`src/rtl/core/spq_pkg.sv`:
```
// shared constants, codes and types for the sorted priority queue
package spq_pkg;

   // queue geometry
   localparam int DEPTH   = 16;
   localparam int IDX_W   = $clog2(DEPTH);
   localparam int CNT_W   = $clog2(DEPTH + 1);
   localparam int RANK_W  = 16;
   localparam int DATA_W  = 32;
   localparam int KIND_W  = 2;
   localparam int STAT_W  = 2;
   localparam int COUNT_W = 5;

   // operation codes
   localparam logic [KIND_W-1:0] KIND_PUSH  = 2'd0;
   localparam logic [KIND_W-1:0] KIND_POP   = 2'd1;
   localparam logic [KIND_W-1:0] KIND_CLEAR = 2'd2;

   // status codes
   localparam logic [STAT_W-1:0] ST_OK    = 2'd0;
   localparam logic [STAT_W-1:0] ST_EMPTY = 2'd1;
   localparam logic [STAT_W-1:0] ST_FULL  = 2'd2;

   // command broadcast to every cell of the row
   typedef struct packed {
      logic                     push;
      logic signed [RANK_W-1:0] rank;
      logic [DATA_W-1:0]        payload;
   } spq_cmd_type;

endpackage

```
`src/rtl/core/spq_cell.sv`:
```
// one cell of the sorted row: holds an entry, compares and shifts on push
module spq_cell
   import spq_pkg::*;
(
   input  logic                     clock,
   input  spq_cmd_type              cmd,
   input  logic                     occupied,
   input  logic                     prev_gt,
   input  logic signed [RANK_W-1:0] prev_rank,
   input  logic [DATA_W-1:0]        prev_payload,
   output logic                     gt,
   output logic signed [RANK_W-1:0] rank,
   output logic [DATA_W-1:0]        payload
);

   logic signed [RANK_W-1:0] rank_ff;
   logic signed [RANK_W-1:0] rank_in;
   logic [DATA_W-1:0]        payload_ff;
   logic [DATA_W-1:0]        payload_in;

   // held entry outranks the incoming one, so it stays in place
   assign gt = occupied && (rank_ff > cmd.rank);

   // keep, take the new entry, or take the neighbor's entry
   always_comb begin
      rank_in    = rank_ff;
      payload_in = payload_ff;
      if (cmd.push && !gt) begin
         if (prev_gt) begin
            rank_in    = cmd.rank;
            payload_in = cmd.payload;
         end else begin
            rank_in    = prev_rank;
            payload_in = prev_payload;
         end
      end
   end

   always_ff @(posedge clock) begin
      rank_ff    <= rank_in;
      payload_ff <= payload_in;
   end

   assign rank    = rank_ff;
   assign payload = payload_ff;

endmodule

```
`src/rtl/core/sorted_priority_queue.sv`:
```
// sorted priority queue: a row of compare-and-shift cells plus a result register
//
// channel   direction  fields
// req_      in         kind, in_rank, in_payload
// rsp_      out        status, out_payload, out_rank, entry_count, head_rank, is_empty
//
// One operation per cycle: a push compares against every cell at once and the
// row shifts in the same cycle; a pop reads the tail cell and drops the count.
// Each result sits in one output register; a new request is taken whenever that
// register is empty or being drained, so throughput is one item a cycle.
// Synchronous active-high reset empties the queue and the result register;
// cell contents are not reset.
module sorted_priority_queue
   import spq_pkg::*;
(
   input  logic                      clock,
   input  logic                      reset,
   input  logic                      req_valid,
   output logic                      req_ready,
   input  logic [KIND_W-1:0]         req_kind,
   input  logic signed [RANK_W-1:0]  req_in_rank,
   input  logic [DATA_W-1:0]         req_in_payload,
   output logic                      rsp_valid,
   input  logic                      rsp_ready,
   output logic [STAT_W-1:0]         rsp_status,
   output logic [DATA_W-1:0]         rsp_out_payload,
   output logic signed [RANK_W-1:0]  rsp_out_rank,
   output logic [COUNT_W-1:0]        rsp_entry_count,
   output logic signed [RANK_W-1:0]  rsp_head_rank,
   output logic                      rsp_is_empty
);

   logic                     req_xfer;
   logic                     full;
   logic                     empty;
   logic                     do_push;
   logic [CNT_W-1:0]         count_ff;
   logic [CNT_W-1:0]         count_in;
   logic [CNT_W-1:0]         tail_cnt;
   logic [IDX_W-1:0]         tail_idx;
   spq_cmd_type              cmd;
   logic                     cell_gt      [DEPTH];
   logic signed [RANK_W-1:0] cell_rank    [DEPTH];
   logic [DATA_W-1:0]        cell_payload [DEPTH];

   logic                     rsp_valid_ff;
   logic                     rsp_valid_in;
   logic [STAT_W-1:0]        status_ff;
   logic [STAT_W-1:0]        status_in;
   logic [DATA_W-1:0]        out_payload_ff;
   logic [DATA_W-1:0]        out_payload_in;
   logic signed [RANK_W-1:0] out_rank_ff;
   logic signed [RANK_W-1:0] out_rank_in;
   logic [CNT_W-1:0]         count_out_ff;
   logic signed [RANK_W-1:0] head_rank_ff;
   logic signed [RANK_W-1:0] head_rank_in;

   // request side handshake
   assign req_ready = !rsp_valid_ff || rsp_ready;
   assign req_xfer  = req_valid && req_ready;

   assign full     = (count_ff == CNT_W'(DEPTH));
   assign empty    = (count_ff == '0);
   assign do_push  = req_xfer && (req_kind == KIND_PUSH) && !full;
   assign tail_cnt = count_ff - CNT_W'(1);
   assign tail_idx = tail_cnt[IDX_W-1:0];

   assign cmd.push    = do_push;
   assign cmd.rank    = req_in_rank;
   assign cmd.payload = req_in_payload;

   // row of cells, cell 0 holds the head
   for (genvar i = 0; i < DEPTH; i++) begin : g_cell
      if (i == 0) begin : g_head
         spq_cell u_cell (
            .clock        (clock),
            .cmd          (cmd),
            .occupied     (count_ff > CNT_W'(i)),
            .prev_gt      (1'b1),
            .prev_rank    (req_in_rank),
            .prev_payload (req_in_payload),
            .gt           (cell_gt[i]),
            .rank         (cell_rank[i]),
            .payload      (cell_payload[i])
         );
      end else begin : g_body
         spq_cell u_cell (
            .clock        (clock),
            .cmd          (cmd),
            .occupied     (count_ff > CNT_W'(i)),
            .prev_gt      (cell_gt[i-1]),
            .prev_rank    (cell_rank[i-1]),
            .prev_payload (cell_payload[i-1]),
            .gt           (cell_gt[i]),
            .rank         (cell_rank[i]),
            .payload      (cell_payload[i])
         );
      end
   end

   // count update and result fields
   always_comb begin
      count_in       = count_ff;
      status_in      = ST_OK;
      out_payload_in = '0;
      out_rank_in    = '0;
      if (req_xfer) begin
         unique case (req_kind)
            KIND_PUSH: begin
               if (full) begin
                  status_in = ST_FULL;
               end else begin
                  count_in = count_ff + CNT_W'(1);
               end
            end
            KIND_POP: begin
               if (empty) begin
                  status_in = ST_EMPTY;
               end else begin
                  count_in       = tail_cnt;
                  out_payload_in = cell_payload[tail_idx];
                  out_rank_in    = cell_rank[tail_idx];
               end
            end
            KIND_CLEAR: count_in = '0;
            default:    count_in = count_ff;
         endcase
      end
   end

   // head after the operation: a push lands at the head unless cell 0 outranks it
   always_comb begin
      if (count_in == '0) begin
         head_rank_in = '0;
      end else if (do_push && !cell_gt[0]) begin
         head_rank_in = req_in_rank;
      end else begin
         head_rank_in = cell_rank[0];
      end
   end

   // result register valid
   always_comb begin
      rsp_valid_in = rsp_valid_ff;
      if (req_xfer) begin
         rsp_valid_in = 1'b1;
      end else if (rsp_ready) begin
         rsp_valid_in = 1'b0;
      end
   end

   always_ff @(posedge clock) begin
      if (reset) begin
         count_ff     <= '0;
         rsp_valid_ff <= 1'b0;
      end else begin
         count_ff     <= count_in;
         rsp_valid_ff <= rsp_valid_in;
      end
   end

   // result payload captured on each request transfer
   always_ff @(posedge clock) begin
      if (req_xfer) begin
         status_ff      <= status_in;
         out_payload_ff <= out_payload_in;
         out_rank_ff    <= out_rank_in;
         count_out_ff   <= count_in;
         head_rank_ff   <= head_rank_in;
      end
   end

   assign rsp_valid       = rsp_valid_ff;
   assign rsp_status      = status_ff;
   assign rsp_out_payload = out_payload_ff;
   assign rsp_out_rank    = out_rank_ff;
   assign rsp_entry_count = COUNT_W'(count_out_ff);
   assign rsp_head_rank   = head_rank_ff;
   assign rsp_is_empty    = (count_out_ff == '0);

   // checks
   a_count_bound: assert property (@(posedge clock) disable iff (reset)
      count_ff <= CNT_W'(DEPTH))
      else $error("entry count above depth");

   a_xfer_result: assert property (@(posedge clock) disable iff (reset)
      req_xfer |=> rsp_valid_ff && (count_out_ff == count_ff))
      else $error("result missing or count mismatch after transfer");

   a_push_full: assert property (@(posedge clock) disable iff (reset)
      req_xfer && (req_kind == KIND_PUSH) && full
      |=> (status_ff == ST_FULL) && $stable(count_ff))
      else $error("push on full queue not dropped");

   a_pop_empty: assert property (@(posedge clock) disable iff (reset)
      req_xfer && (req_kind == KIND_POP) && empty
      |=> (status_ff == ST_EMPTY) && (out_payload_ff == '0) && (out_rank_ff == '0))
      else $error("pop on empty queue returned data");

endmodule
```
`config.mk`:
```
export PLATFORM = sky130hd
export DESIGN_NAME = sorted_priority_queue
export DESIGN_NICKNAME = d
export VERILOG_FILES = /design/src/rtl/core/spq_pkg.sv /design/src/rtl/core/spq_cell.sv /design/src/rtl/core/sorted_priority_queue.sv
export SDC_FILE = /design/constraint.sdc
export NUM_CORES = 2
export LEC_CHECK = 0
export BUFFER_PORTS_ARGS = -buffer_cell sky130_fd_sc_hd__clkbuf_2
export CORE_AREA = 2 2 273 343
export CTS_BUF_LIST = sky130_fd_sc_hd__clkbuf_4 sky130_fd_sc_hd__clkbuf_8
export CTS_CLUSTER_DIAMETER = 60
export CTS_CLUSTER_SIZE = 10
export DETAILED_ROUTE_END_ITERATION = 10
export DIE_AREA = 0 0 275 345
export GPL_TIMING_DRIVEN = 0
export PLACE_DENSITY = 0.78
export SYNTH_ARGS = -nofsm -noshare
export SYNTH_HDL_FRONTEND = slang
export SYNTH_SLANG_ARGS = --single-unit
```
`constraint.sdc`:
```
create_clock -name clock -period 7.97 [get_ports clock]
set_clock_uncertainty 0.05 [all_clocks]
set_input_delay 0.797 -clock clock [delete_from_list [all_inputs] [get_ports clock]]
set_output_delay 0.797 -clock clock [all_outputs]
set_load 0.05 [all_outputs]
```
==> summary.txt <==
Status
  – Outcome: completed

Global routing
  – Vias in the first global route: 32920
  – Pin count of the biggest net entering global routing: 52
  – GRT Overall Usage: 30.49%
  – Congestion Overflow GR: 0
  – Initial antenna violation count: 6
  – First-pass GRT wire length: roughly 210000 um

STA
  – RSZ-0062 raised after global routing: no
  – Period utilization: 67.53%
  – Max_slew headroom: 2.283%
  – Fin. max-slew vios: 0
  – Worst hold slack: 230.8 ps
  – Worst Max-Slew Pin Slew: 1466 ps
  – Setup TNS: 0 ps
  – Final hold vios: 0
  – Final setup fails: 0
  – Final WS setup: approximately 2600 ps
  – Min cycle time layout: 5382 ps
  – Max frequency: 185.8 MHz

Placed design
  – Pre-CTS setup slack: between 2000 and 2500 ps
  – Hpwl dp: 105200 um
  – IO buf count: 126
  – Routability Congestion: 0.9658
  – Placed Instances: about 4600

CTS
  – Worst-path clk slew: 90 ps
  – Max clock buf depth: 3
  – TritonCTS Sinks: 845
  – Hold buffers post-CTS: 0
  – Clock root buffer: clkbuf_8
  – Num CTS Buffers: 95
  – Clock Latency Late Sink: 780 ps
  – Post-CTS sizing: 0
  – Post-CTS setup buffers: 0
  – H-tree levels: 3
  – CTS tree: done

Worst hold path
  – Worst Hold Path Cells: 2
  – Worst Hold Endpoint: count_ff[4]
  – Hold path start: reset
  – Hold Path Class: input port to flip-flop

Synth
  – Async set or reset register ratio after synthesis: 0%
  – Syn_nets: 3576
  – Top FF cell, synth: edfxtp_1
  – Number of synthesized flops with an enable pin: 823
  – Flops & latches, synth: 845
  – Area contributors post-synth: edfxtp_1, mux2_2, mux4_2, ha_1, a221oi_1
  – Yosys cell types: 82
  – Top cell type's share of synthesized area: 51.20%
  – Mapped Cells: between 3000 and 4000
  – Register area share after synthesis: 52.12%
  – Netlist Area Pre-Place: 48270 um2
  – Synth Area per Inst: about 15 um2
  – Synth warn: 0
  – Yosys top cell by area: edfxtp_1

Routing
  – Antenna viol nets, final: 0
  – # DRC: 0
  – DRC marker count from the first detailed-route iteration: 3862
  – DR vias: 32560
  – Drt via density: ~6.8
  – Routed length per instance: 30.44 um
  – Final wirelength: 144800 um
  – Drt first pass iters: 5

Die
  – IO Pins: ~130
  – DIE WIDTH: 275 um
  – Die area: 94880 um2
  – Row cnt: 125
  – Starting Density: 52.48%
  – Core footprint: 91960 um2
  – Die Y-Extent: between 300 and 400 um

Finish
  – Ratio of cells with drive above 1 in the final layout: 37.03%
  – Area grow syn2layout: 9.070%
  – Final net count: 3821
  – Commonest cells after routing, fill and taps aside: edfxtp_1, mux2_2, ha_1
  – Most common cell after layout, fill and taps aside: edfxtp_1
  – Cell Count, Final, Fillers Out: about 4800

Critical path
  – Crit Path Max Fanout: 10
  – Worst Path Required: 8410 ps
  – Setup crit end kind: flip-flop
  – R2r setup slk: 2590 ps
  – Critical path arrival: 5820 ps
  – R2r startpoint: count_ff[0]
  – FF-to-FF End: rsp_out_payload[8]
  – Crit path launch type: flip-flop
  – R2R cell count: 9
  – Crit Path Class: flip-flop to flip-flop

Pwr
  – Combinational power share: 15.6%
  – Clock power frac: just over 30%
  – Worst IR drop on VDD: 136.8 uV
  – Leakage: between 15 and 20 nW
  – Seq pwr share: 54.1%
  – Net Sw Frac: 27.77%
  – NetSw: 2.651 mW
  – Power per Cell Area: 181.4 nW/um2
  – Internal: 6.898 mW

Run
  – Number of max-cap violations: 0
## cell families after synthesis
kind of cell / synth area share, %
adder cells (fa/ha/maj): 6.792
XOR/XNOR: 0.03630
buffers and inverters: 2.678
multiplexers: 26.47
flip-flops: 52.12
AO/OA/AOI/OAI: 6.338
AND/OR/NAND/NOR: 5.573
## through the flow
stage	power (mW)	area (um2)	utilization (%)
6_report	9.549	52640	57.24
5_1_grt	9.805	52640	57.24
4_1_cts	9.527	52630	57.23
3_5_place_dp	6.726	51000	55.46
3_3_place_gp	6.672	50410	54.81
2_1_floorplan	6.204	48270	-
## worst max-delay path by stage
stage          cells after the start  slack (ps)                                  end             from
2_1_floorplan                      6        1440  g_cell[12].g_body.u_cell.payload[0]        rsp_ready
3_3_place_gp                       7       -3460  g_cell[4].g_body.u_cell.payload[14]        rsp_ready
3_5_place_dp                      10        2110      g_cell[1].g_body.u_cell.rank[2]  req_in_rank[10]
4_1_cts                            9        2780                   rsp_out_payload[8]      count_ff[0]
5_1_grt                           10        2560      g_cell[1].g_body.u_cell.rank[2]  req_in_rank[10]
6_report                           9        2590                   rsp_out_payload[8]      count_ff[0]
## synth_stat cells, drive strengths merged (4+ instances only)
master	instances
edfxtp	823
mux2	642
ha	262
mux4	240
nand2	128
clkbuf	124
o21ai	120
buf	115
a21oi	112
a221oi	95
nor2	87
nand2b	58
and2	57
inv	52
nand4	47
nand3	41
a21o	24
dfxtp	22
nor2b	21
o211ai	19
o21a	15
mux2i	14
nor3	13
and3	12
a211oi	11
a2111oi	8
a211o	8
a31oi	8
nor4	8
o31ai	6
and4	5
nand3b	5
or4	5
nor3b	4
or3	4
## registers in the layout, summed over array words and instances (netlist names), 5 cells and up
register	flops
count_ff	5
g_cell.g_body.u_cell.payload	480
g_cell.g_body.u_cell.rank	240
g_cell.g_head.u_cell.payload	32
g_cell.g_head.u_cell.rank	16
rsp_entry_count	5
rsp_head_rank	16
rsp_out_payload	32
rsp_out_rank	16
## critical path, cell delays in order, from the launching register on
cell and delay, ps:
dfxtp_1 430, inv_1 210, ha_1 330, clkbuf_1 550, buf_2 520, clkbuf_1 930, buf_1 930, mux4_2 440
mux4_2 500, and2_1 180
## cell type report
type,count,area (um2)
diodes,6,15.01
flip-flops and latches,845,25150
well taps,1206,1509
repair buffers,148,1107
plain buffers,239,1099
fillers,7197,39320
clock inverters,9,72.57
clock buffers,126,1553
multi-input cells,2124,21940
inverters,52,197.7
## power groups by stage
stage          Sequential (mW)  Clock, mW  Combinational (mW)
5_1_grt                   5.18       3.04                1.58
3_5_place_dp              5.26          0                1.46
4_1_cts                   5.16       2.89                1.47
3_3_place_gp              5.28          0                1.39
2_1_floorplan             5.31          0               0.894
6_report                  5.17       2.89                1.49
## metal layers
layer	vias up	GRT usage, %	share of wire (%)
met5	-	0	0.0090
met4	2	18.78	6.7
met3	470	5.381	9.0
met2	1860	49.70	49
met1	16620	37.67	35
li1	13610	-	-
(Power assumes the default switching activity.)
